## src/hw/rtl/hipt_pkg.sv

```systemverilog
// Shared constants for the hashed inverted page table.
package hipt_pkg;

    localparam int BUCKETS_DEF = 16;
    localparam int FRAMES_DEF  = 32;

    localparam int PID_W      = 16;
    localparam int VA_W       = 32;
    localparam int PAGE_SHIFT = 12;
    localparam int PAGE_W     = VA_W - PAGE_SHIFT;
    localparam int PA_W       = 17;

    localparam int IN_DATA_W  = 48;
    localparam int OUT_DATA_W = 24;
    localparam int OUT_USER_W = 2;

endpackage

```

## src/hw/rtl/hipt_hash.sv

```systemverilog
// Bucket hash unit: key mod BUCKETS by reciprocal multiplication.
module hipt_hash #(
    parameter int BUCKETS = hipt_pkg::BUCKETS_DEF
) (
    input  logic                                 aclk,
    input  logic                                 aresetn,
    input  logic                                 start,
    input  logic [hipt_pkg::PAGE_W-1:0]          key,
    output logic                                 done,
    output logic [(BUCKETS > 1 ? $clog2(BUCKETS) : 1)-1:0] bucket
);
    import hipt_pkg::*;

    localparam int BW = (BUCKETS > 1) ? $clog2(BUCKETS) : 1;
    localparam int KW = PAGE_W;
    localparam int MW = KW + 1;
    localparam int SH = KW + $clog2(BUCKETS);
    // ceil(2^SH / BUCKETS) gives the exact quotient for every KW-bit key
    localparam longint RECIP = ((longint'(1) << SH) + longint'(BUCKETS) - 1)
                               / longint'(BUCKETS);
    localparam logic [MW-1:0] MUL_K = MW'(RECIP);
    localparam logic [KW-1:0] DIV_K = KW'(BUCKETS);

    typedef enum logic [1:0] {
        H_IDLE, H_MUL, H_RED
    } hstate_t;

    hstate_t          hstate_reg;
    logic [KW-1:0]    key_reg;
    logic [KW+MW-1:0] prod_reg;
    logic [BW-1:0]    bucket_reg;
    logic             done_reg;
    logic [KW-1:0]    quot;
    logic [KW-1:0]    diff;

    // quotient times BUCKETS never exceeds the key, so KW bits hold it
    always_comb begin
        quot = KW'(prod_reg >> SH);
        diff = key_reg - KW'(quot * DIV_K);
    end

    always_ff @(posedge aclk) begin
        if (!aresetn) begin
            hstate_reg <= H_IDLE;
            key_reg    <= '0;
            prod_reg   <= '0;
            bucket_reg <= '0;
            done_reg   <= 1'b0;
        end else begin
            done_reg <= 1'b0;
            case (hstate_reg)
                H_IDLE: begin
                    if (start) begin
                        key_reg    <= key;
                        hstate_reg <= H_MUL;
                    end
                end
                H_MUL: begin
                    // effectively a KW by MW product
                    prod_reg   <= {{MW{1'b0}}, key_reg} * {{KW{1'b0}}, MUL_K};
                    hstate_reg <= H_RED;
                end
                H_RED: begin
                    bucket_reg <= diff[BW-1:0];
                    done_reg   <= 1'b1;
                    hstate_reg <= H_IDLE;
                end
                default: begin
                    hstate_reg <= H_IDLE;
                end
            endcase
        end
    end

    assign done   = done_reg;
    assign bucket = bucket_reg;

endmodule

```

## src/hw/rtl/hashed_inverted_page_table.sv

```systemverilog
// Hashed inverted page table: translates (pid, virtual address), allocating on a miss.
//
//  channel | dir | tdata (low bit up)                          | tuser (low bit up)
//  s_      | in  | process_id[15:0], virtual_address[47:16]    | -
//  m_      | out | physical_address[16:0], zero pad to 24 bits | was_mapped, out_of_memory
//
// A miss passes the hash unit, the bucket read, the registered entry memory read and
// compare for each of L chain entries visited (at most FRAMES), the allocation, the
// load of the output register and the return to idle; a hit skips the allocation.
// After reset a clearing pass writes every entry of the bucket memory; s_tready
// stays low until it ends. One item is in work at a time; a finished result waits
// in the output register while m_tready is low, and the next item can be accepted
// meanwhile. A second result waits in S_DONE until the output register frees up.
module hashed_inverted_page_table #(
    parameter int BUCKETS = hipt_pkg::BUCKETS_DEF,
    parameter int FRAMES  = hipt_pkg::FRAMES_DEF
) (
    input  logic                              aclk,
    input  logic                              aresetn,
    input  logic                              s_tvalid,
    output logic                              s_tready,
    input  logic [hipt_pkg::IN_DATA_W-1:0]    s_tdata,   // process_id, virtual_address
    output logic                              m_tvalid,
    input  logic                              m_tready,
    output logic [hipt_pkg::OUT_DATA_W-1:0]   m_tdata,   // physical_address, pad
    output logic [hipt_pkg::OUT_USER_W-1:0]   m_tuser    // was_mapped, out_of_memory
);
    import hipt_pkg::*;

    localparam int BW  = (BUCKETS > 1) ? $clog2(BUCKETS) : 1;
    localparam int FW  = (FRAMES > 1) ? $clog2(FRAMES) : 1;
    localparam int FCW = $clog2(FRAMES + 1);
    localparam int PXW = FW + PAGE_SHIFT + PA_W;

    typedef enum logic [3:0] {
        S_CLEAR, S_IDLE, S_HASH, S_BREAD, S_BCHK, S_EREAD, S_ECMP, S_ALLOC, S_DONE
    } state_t;

    state_t state_reg;

    // memories
    logic [FW:0]       bucket_mem [BUCKETS];   // {valid, head}
    logic [PID_W-1:0]  owner_mem  [FRAMES];
    logic [PAGE_W-1:0] page_mem   [FRAMES];
    logic [FW:0]       next_mem   [FRAMES];    // {next_valid, next}

    logic [FW:0]       bkt_q;
    logic [PID_W-1:0]  owner_q;
    logic [PAGE_W-1:0] page_q;
    logic [FW:0]       next_q;

    logic [PID_W-1:0]      pid_reg;
    logic [PAGE_W-1:0]     page_reg;
    logic [PAGE_SHIFT-1:0] offset_reg;
    logic [FW-1:0]         cur_reg;
    logic [FCW-1:0]        steps_reg;
    logic [FCW-1:0]        free_reg;
    logic [BW-1:0]         clr_reg;

    logic [PA_W-1:0] res_pa_reg;
    logic            res_mapped_reg;
    logic            res_oom_reg;

    logic            m_tvalid_reg;
    logic [PA_W-1:0] m_pa_reg;
    logic            m_mapped_reg;
    logic            m_oom_reg;

    logic              hash_start;
    logic              hash_done;
    logic [BW-1:0]     hash_bucket;
    logic [PAGE_W-1:0] hash_key;

    logic              bkt_we;
    logic [BW-1:0]     bkt_waddr;
    logic [FW:0]       bkt_wdata;
    logic              ent_we;
    logic [FW-1:0]     alloc_frame;
    logic              in_accept;

    assign in_accept  = s_tvalid && s_tready;
    assign hash_start = in_accept;
    assign hash_key   = {{(PAGE_W-PID_W){1'b0}}, s_tdata[PID_W-1:0]}
                        ^ s_tdata[PID_W+VA_W-1:PID_W+PAGE_SHIFT];

    hipt_hash #(
        .BUCKETS(BUCKETS)
    ) u_hash (
        .aclk   (aclk),
        .aresetn(aresetn),
        .start  (hash_start),
        .key    (hash_key),
        .done   (hash_done),
        .bucket (hash_bucket)
    );

    assign alloc_frame = FW'(free_reg - 1'b1);
    assign ent_we      = (state_reg == S_ALLOC) && (free_reg != '0);

    always_comb begin
        bkt_we    = 1'b0;
        bkt_waddr = hash_bucket;
        bkt_wdata = {1'b1, alloc_frame};
        if (state_reg == S_CLEAR) begin
            bkt_we    = 1'b1;
            bkt_waddr = clr_reg;
            bkt_wdata = '0;
        end else if (ent_we) begin
            bkt_we = 1'b1;
        end
    end

    always_ff @(posedge aclk) begin
        if (bkt_we) begin
            bucket_mem[bkt_waddr] <= bkt_wdata;
        end
        bkt_q <= bucket_mem[hash_bucket];
    end

    always_ff @(posedge aclk) begin
        if (ent_we) begin
            owner_mem[alloc_frame] <= pid_reg;
            page_mem[alloc_frame]  <= page_reg;
            next_mem[alloc_frame]  <= bkt_q[FW] ? bkt_q : '0;
        end
        owner_q <= owner_mem[cur_reg];
        page_q  <= page_mem[cur_reg];
        next_q  <= next_mem[cur_reg];
    end

    function automatic logic [PA_W-1:0] make_pa(input logic [FW-1:0] frame,
                                                input logic [PAGE_SHIFT-1:0] off);
        logic [PXW-1:0] full;
        full = PXW'({frame, off});
        return full[PA_W-1:0];
    endfunction

    always_ff @(posedge aclk) begin
        if (!aresetn) begin
            state_reg    <= S_CLEAR;
            clr_reg      <= '0;
            free_reg     <= FCW'(FRAMES);
            m_tvalid_reg <= 1'b0;
            cur_reg      <= '0;
            steps_reg    <= '0;
        end else begin
            // S_DONE reloads the output register itself
            if (m_tvalid_reg && m_tready && state_reg != S_DONE) begin
                m_tvalid_reg <= 1'b0;
            end
            case (state_reg)
                S_CLEAR: begin
                    clr_reg <= clr_reg + 1'b1;
                    if (clr_reg == BW'(BUCKETS - 1)) begin
                        state_reg <= S_IDLE;
                    end
                end
                S_IDLE: begin
                    if (in_accept) begin
                        pid_reg    <= s_tdata[PID_W-1:0];
                        page_reg   <= s_tdata[PID_W+VA_W-1:PID_W+PAGE_SHIFT];
                        offset_reg <= s_tdata[PID_W+PAGE_SHIFT-1:PID_W];
                        state_reg  <= S_HASH;
                    end
                end
                S_HASH: begin
                    if (hash_done) begin
                        state_reg <= S_BREAD;
                    end
                end
                S_BREAD: begin
                    state_reg <= S_BCHK;
                end
                S_BCHK: begin
                    cur_reg   <= bkt_q[FW-1:0];
                    steps_reg <= '0;
                    state_reg <= bkt_q[FW] ? S_EREAD : S_ALLOC;
                end
                S_EREAD: begin
                    // walk ends on a runaway chain or a link beyond the table
                    if (steps_reg == FCW'(FRAMES) || FCW'(cur_reg) >= FCW'(FRAMES)) begin
                        state_reg <= S_ALLOC;
                    end else begin
                        state_reg <= S_ECMP;
                    end
                end
                S_ECMP: begin
                    if (owner_q == pid_reg && page_q == page_reg) begin
                        res_pa_reg     <= make_pa(cur_reg, offset_reg);
                        res_mapped_reg <= 1'b1;
                        res_oom_reg    <= 1'b0;
                        state_reg      <= S_DONE;
                    end else if (!next_q[FW]) begin
                        state_reg <= S_ALLOC;
                    end else begin
                        cur_reg   <= next_q[FW-1:0];
                        steps_reg <= steps_reg + 1'b1;
                        state_reg <= S_EREAD;
                    end
                end
                S_ALLOC: begin
                    res_mapped_reg <= 1'b0;
                    if (free_reg == '0) begin
                        res_pa_reg  <= '0;
                        res_oom_reg <= 1'b1;
                    end else begin
                        free_reg    <= free_reg - 1'b1;
                        res_pa_reg  <= make_pa(alloc_frame, offset_reg);
                        res_oom_reg <= 1'b0;
                    end
                    state_reg <= S_DONE;
                end
                S_DONE: begin
                    if (!m_tvalid_reg || m_tready) begin
                        m_tvalid_reg <= 1'b1;
                        m_pa_reg     <= res_pa_reg;
                        m_mapped_reg <= res_mapped_reg;
                        m_oom_reg    <= res_oom_reg;
                        state_reg    <= S_IDLE;
                    end
                end
                default: begin
                    state_reg <= S_IDLE;
                end
            endcase
        end
    end

    assign s_tready = (state_reg == S_IDLE);
    assign m_tvalid = m_tvalid_reg;
    assign m_tdata  = {{(OUT_DATA_W-PA_W){1'b0}}, m_pa_reg};
    assign m_tuser  = {m_oom_reg, m_mapped_reg};

endmodule
```

## config.mk

```make
export PLATFORM = sky130hd
export DESIGN_NAME = hashed_inverted_page_table
export DESIGN_NICKNAME = d
export VERILOG_FILES = /design/src/hw/rtl/hipt_pkg.sv /design/src/hw/rtl/hipt_hash.sv /design/src/hw/rtl/hashed_inverted_page_table.sv
export SDC_FILE = /design/constraint.sdc
export NUM_CORES = 1
export LEC_CHECK = 0
export ABC_AREA = 1
export BUFFER_PORTS_ARGS = -buffer_cell sky130_fd_sc_hd__buf_2
export CORE_UTILIZATION = 45
export DETAILED_ROUTE_END_ITERATION = 7
export PLACE_DENSITY = 0.65
export REMOVE_ABC_BUFFERS = 1
export SETUP_SLACK_MARGIN = 0.5
export SYNTH_ARGS = -nofsm -noshare
export SYNTH_HDL_FRONTEND = slang
export SYNTH_SLANG_ARGS = --single-unit
```

## constraint.sdc

```tcl
create_clock -name aclk -period 7.9 [get_ports aclk]
set_input_delay 1.185 -clock aclk [delete_from_list [all_inputs] [get_ports aclk]]
set_output_delay 1.185 -clock aclk [all_outputs]
set_load 0.1 [all_outputs]
```

==> impl_metrics.yaml, run 1 <==
status:
  violations: "slew limit"
  outcome: "finished with violations"
sta:
  setup_viol: 0
  slew_violations: 149
  hold_violations: 0
  grt_setup_unrepaired: "false"
  tightest_slew_ns: 1.64
  fin_skew_ns: 0.0251
  fmax_mhz: 261
  fin_crit_ns: 3.83
  slew_headroom_pct: -9.48
  fin_crit_sh_pct: 48.4
final_layout:
  mostFrequentLayoutCells: "1526 x edfxtp_1, 882 x nor2_1, 711 x o21ai_0"
  final_core_util_pct: 50.5
  drive_above_1_share_pct: 9.52
  nets: 4619
  largest_reg_flops: 640
  multiInputGateArea_mm2: 0.0131
  regMostFlops: "page_mem"
  fillers: 11500
  regArea_mm2: 0.0475
  reg.largest.list: "page_mem: 640 flops, owner_mem: 512 flops, next_mem: 192 flops"
  n_antenna_cell: 0
  mostFrequentLayoutCell: "edfxtp_1"
  area_growth_syn_to_layout_pct: 11.3
die:
  core_area_mm2: 0.137
  die_w_um: 374
  chipHeight_um: 374
  initial_core_util_pct: 45.4
  dieArea_mm2: 0.140
  num_io_pins: 80
  rows: 136
min_path:
  hold_class: "register to register"
critical_path:
  cp-end-kind: "register"
  max_stage_delay_ns: 1.09
  crit_required_ns: 8.31
  worstSetupStartpointType: "register"
  crit_type: "register to register"
  path_cells: "nand2_1 > nand2_1 > nand2_1 > nor2_1 > nand2_1 > nor2_1 > nand3_1 > nand2_1 > nand3_1 > nor2_2"
  crit_fanout: 34
  critical_path.slowest_cell: "edfxtp_1"
  cpMostUsedCell: "nand2_1"
  cp.buffers_inverters: 0
  arrival_ns: 4.23
  cp_top_family: "simple AND/OR/NAND/NOR gates"
route:
  route.vias.total: 39000
  drc: 0
  dr.pass1.iters: 5
  drt-total-wl_mm: 165
  vias_per_cell: 6.01
  antenna_left: 0
  drt_iter0_drc: 5055
  avgRoutedWirePerCell_um: 25.5
clock_network:
  numCtsBuffers: 160
  worstSkewPairLatency_ns: 0.79
  post_cts_buffers: 0
  root_buffer: "clkbuf_16"
  hold_buffers: 0
  ctsResizeCount: 0
  clk_pin_slew_ns: 0.06
  cts_tree: "done"
  cts_sinks: 1611
  cts_buffer_depth: 3
  cts_max_level: 4
grt:
  overflow: 0
  first_global_vias: 37500
  grt_pass1_wl_mm: 244
  grt_use_total_pct: 23.3
  grt_max_degree: 353
  antenna_found_initial: 0
pwr:
  p_comb_share_pct: 4.3
  ir_drop_uv: 230
  power.leakage_nw: 22.5
  seqPwrFrac_pct: 54.3
  p_sw_w: 0.00395
  intPower_w: 0.0141
  power_frac_clock_pct: 41.4
  total_power_w: 0.0181
  swShare_pct: 21.8
  p_per_area_mw_per_mm2: 261
yosys:
  synth-edff-count: 1526
  synth_top_family_by_area: "compound AO/OA/AOI/OAI gates"
  async_reset_ff_share_pct: 0
  yosysWarnings: 0
  synth_cell_types: 40
  synth-xor-area-share_pct: 0.491
  syn_inst: 4554
  synth.top_cell.area_share_pct: 73.4
  muxShareOfSynthArea_pct: 0
  avgSynthCellArea_um2: 13.7
  synth_ff_type: "edfxtp_1"
  yosys.area_share.simple_pct: 7.40
  yosys-top-cells-area: "edfxtp_1 73%, o21ai_0 5.7%, nor2_1 5.5%"
  syn_area_mm2: 0.0624
  synthAdderAreaFrac_pct: 0.140
  synth_seq_area_share_pct: 76.2
  synth_top_area_cell: "edfxtp_1"
  ys_ff_latch: 1611
  synth_compound_area_share_pct: 12.5
placed_design:
  port_buffers: 72
  gp_congestion: 0.812
  dp_hpwl_mm: 77.3
job:
  maxCapViolations: 0
## cell usage after synthesis (3+ instances only)
library cell and number:
buf_2 94, edfxtp_1 1526, xor2_1 8, o221ai_1 263
a21oi_1 52, buf_4 24, nand4_1 3, nand2_2 3
nor3_1 5, clkbuf_1 158, ha_1 7, inv_1 83
a31oi_1 56, buf_1 4, nand3_1 113, inv_2 5
o21ai_0 711, o21ai_1 103, a22oi_1 13, xnor2_1 27
o22ai_1 97, o211ai_1 7, buf_8 4, nand2_1 137
dfxtp_1 85, nor2_1 916, buf_6 33
## power by group through the flow
stage                     registers, W  clock network, W  logic, W
after floorplan                 0.0100                 0  0.000411
after global placement          0.0100                 0  0.000762
after global routing           0.00984           0.00790  0.000860
after detailed placement        0.0100                 0  0.000778
after CTS                      0.00982           0.00757  0.000778
final                          0.00982           0.00750  0.000782
## final cells by class
class	instances	share of cell area [%]
clock buffers	216	6.32
clock inverters	79	1.10
inverters	91	0.551
multi-input cells	2536	18.8
flip-flops and latches	1611	68.5
well taps	1794	3.23
repair buffers	160	1.54
## final timing paths
path,cells past startpoint,to,slack (ns),start
worst max-delay path,10,res_pa_reg[3],4.07,page_reg[5]
worst min-delay path,0,m_pa_reg[13],0.42,res_pa_reg[13]
worst max register to register,10,res_pa_reg[3],4.07,page_reg[5]
worst min register to register,0,m_pa_reg[13],0.42,res_pa_reg[13]
## cells by family (layout without fill, tap and decap cells)
group,Yosys count,in the layout
compound gates,1305,1305
xor+xnor,35,35
fa+ha+maj,7,7
buf+inv,413,546
flops,1611,1611
other cells,1,7
simple gates,1182,1182
## per-stage QoR
stage / cell area (um2) / hold slack, ns / setup TNS (ns) / setup WS (ns) / instances
2_1_floorplan: 60700 / 0.400 / -492.54 / -11.44 / 4238
3_3_place_gp: 64300 / 0.404 / 0 / 4.27 / 6192
3_5_place_dp: 64300 / 0.405 / 0 / 4.14 / 6192
4_1_cts: 69500 / 0.415 / 0 / 4.14 / 6487
5_1_grt: 69500 / 0.417 / 0 / 3.81 / 6487
6_report: 69500 / 0.418 / 0 / 4.07 / 6487
## metal layers
metal,share of wire (%),wire [um],GRT usage (%)
met3,9.2,15100,3.93
met4,3.0,4890,7.96
met2,46,75700,35.7
met5,0,0,0
met1,42,69600,33.7
(Power assumes the default switching activity.)
==> run 2: changes to the inputs <==
ABC_AREA = 0   (was 1)
PLACE_DENSITY = 0.67   (was 0.65)
clock period = 3.3 ns   (was 7.9 ns; I/O delays follow)
==> impl_metrics.yaml, run 2 <==
route:
  antenna_left: 0
  met3_length_mm: 10.2
  drt-total-wl_mm: 144
  top_layer: "met5"
  dr.pass1.iters: 8
  drt_iter0_drc: 3138
  wl_met1_mm: 56.7
  drc: 6
  dr_wl_met2_mm: 72.3
  avgRoutedWirePerCell_um: 29.9
  vias_per_cell: 5.89
  route.vias.total: 28300
grt:
  antenna_found_initial: 6
  overflow: 0
  first_global_vias: 28700
  grt_pass1_wl_mm: 207
  grt_max_degree: 85
  grt_use_total_pct: 21.3
min_path:
  min_from: "s_tdata[1]"
  hold_class: "input pin to register"
sta:
  fin_hold_ws_ns: 0.0500
  setup_viol: 0
  hold_violations: 0
  fin_skew_ns: 0.0238
  grt_setup_unrepaired: "true"
  fin_ws_ns: 0.478
  fin_crit_ns: 2.82
  fmax_mhz: 354
  slew_violations: 0
  slew_headroom_pct: 19.1
  tightest_slew_ns: 1.21
  fin_crit_sh_pct: 85.5
yosys:
  avgSynthCellArea_um2: 23.7
  syn_inst: 2563
  synth.top_cell.area_share_pct: 75.5
  synth_common_cells: "1526 x edfxtp_1, 450 x mux4_2, 87 x nor2_1"
  ys_ff_latch: 1611
  syn_area_mm2: 0.0607
  yosysMostFrequentCell: "edfxtp_1"
  synth_top_area_cell: "edfxtp_1"
  synth_seq_area_share_pct: 78.3
  yosys-top-cells-area: "edfxtp_1 75%, mux4_2 17%, dfxtp_1 2.8%"
  synth_cell_types: 50
  yosysWarnings: 0
  synth-edff-count: 1526
  synth_ff_type: "edfxtp_1"
  async_reset_ff_share_pct: 0
status:
  violations: "DRC"
  outcome: "finished with violations"
final_layout:
  n_antenna_cell: 0
  nets: 2966
  regMostFlops: "page_mem"
  reg.largest.list: "page_mem: 640 flops, owner_mem: 512 flops, next_mem: 192 flops"
  mostFrequentLayoutCell: "edfxtp_1"
  mostFrequentLayoutCells: "1526 x edfxtp_1, 450 x mux4_2, 165 x clkbuf_16"
  drive_above_1_share_pct: 35.2
  area_growth_syn_to_layout_pct: 17.3
  largest_reg_flops: 640
placed_design:
  port_buffers: 72
  gp_congestion: 0.827
  post-place-ws_ns: 0.0399
  dp_hpwl_mm: 89.9
critical_path:
  crit_required_ns: 3.78
  r2r_start: "page_reg[7]"
  cp.buffers_inverters: 3
  worstSetupStartpointType: "register"
  cp_top_family: "simple AND/OR/NAND/NOR gates"
  cp-startpoint: "page_reg[7]"
  path_cells: "xnor2_1 > nand4_1 > nor3_4 > buf_6 > and3_4 > nor2_2 > nor4_4 > buf_4 > buf_6"
  critical_path.slowest_cell: "xnor2_1"
  crit_type: "register to register"
  cp-end-kind: "register"
  arrival_ns: 3.30
  cpMostUsedCell: "buf_6"
  crit_fanout: 6
  max_stage_delay_ns: 0.54
die:
  core_area_mm2: 0.134
  initial_core_util_pct: 45.4
  rows: 134
  chipHeight_um: 369
  num_io_pins: 80
  die_w_um: 369
  dieArea_mm2: 0.136
clock_network:
  cts_buffer_depth: 3
  clk_pin_slew_ns: 0.06
  cts_sinks: 1611
  root_buffer: "clkbuf_16"
  cts_max_level: 4
  cts_tree: "done"
  numCtsBuffers: 159
  worstSkewPairLatency_ns: 0.77
pwr:
  ir_drop_uv: 544
  power.leakage_nw: 21.8
  p_per_area_mw_per_mm2: 565
job:
  maxCapViolations: 0
-- run 2: cell count changes in the layout (fill, tap and decap cells not counted), moves of 41 or more --
cell and change:
nand3_1 -106, buf_12 +74, a31oi_1 -48, mux4_2 +450, nor2_1 -843, o21ai_1 -103, a21oi_1 -41, dlygate4sd3_1 +43
mux2_2 +43, o22ai_1 -96, o221ai_1 -263, nand2_1 -114, inv_1 -67, o21ai_0 -700
-- run 2: cell families (layout without fill, tap and decap cells) --
family,count (synthesis),after routing,synth area share [%]
XOR/XNOR,52,52,0.750
flip-flops,1611,1611,78.3
buffers and inverters,146,613,1.11
AO/OA/AOI/OAI,51,51,0.554
other,1,7,0.00618
AND/OR/NAND/NOR,192,192,1.51
adder cells (fa/ha/maj),7,7,0.144
multiplexers,503,503,17.7
-- run 2: final cells by class --
class | instances | area, um2
fill | 9807 | 62400
sequential | 1611 | 47500
multi-input combinational | 812 | 12900
clock buffer | 207 | 4330
timing repair buffer | 308 | 3350
tap | 1768 | 2210
clock inverter | 83 | 797
inverter | 15 | 56.3
-- run 2: what timing repair did --
action,4_1_cts,5_1_grt
pin swaps,10,0
cloned,3,3
setup endpoints to repair,1448,1250
hold buffers,43,0
hold endpoints to repair,43,0
gates resized for setup,35,15
setup buffers,9,4
-- run 2: final timing paths --
kind	depth (start not counted)	endpoint	slack, ns
setup / recovery	9	res_pa_reg[2]	0.48
hold / removal	1	pid_reg[1]	0.05
setup reg to reg	9	res_pa_reg[2]	0.48
hold reg to reg	0	m_pa_reg[0]	0.42
-- run 2: where the power goes --
group / leakage [nW] / switching, W / internal [W]
Sequential: 14.5 / 0.0000175 / 0.0221
Clock: 2.47 / 0.00749 / 0.0103
Combinational: 4.86 / 0.000226 / 0.000110
-- run 2: per-layer routing --
layer	vias to the layer above	track usage, %
li1	11500	-
met1	15200	29.1
met2	1345	35.1
met3	218	3.27
met4	2	7.14
met5	-	0
-- run 2: per-stage QoR --
stage | utilization (%) | cells | cell area, um2 | TNS, ns | total power [W]
6_report | 53.3 | 4804 | 71200 | 0 | 0.0403
5_1_grt | 53.3 | 4804 | 71200 | 0 | 0.0413
4_1_cts | 53.2 | 4796 | 71100 | 0 | 0.0406
3_5_place_dp | 48.8 | 4451 | 65200 | 0 | 0.0229
3_3_place_gp | 48.8 | 4451 | 65200 | 0 | 0.0229
2_1_floorplan | - | 2438 | 60100 | -1811.53 | 0.0227
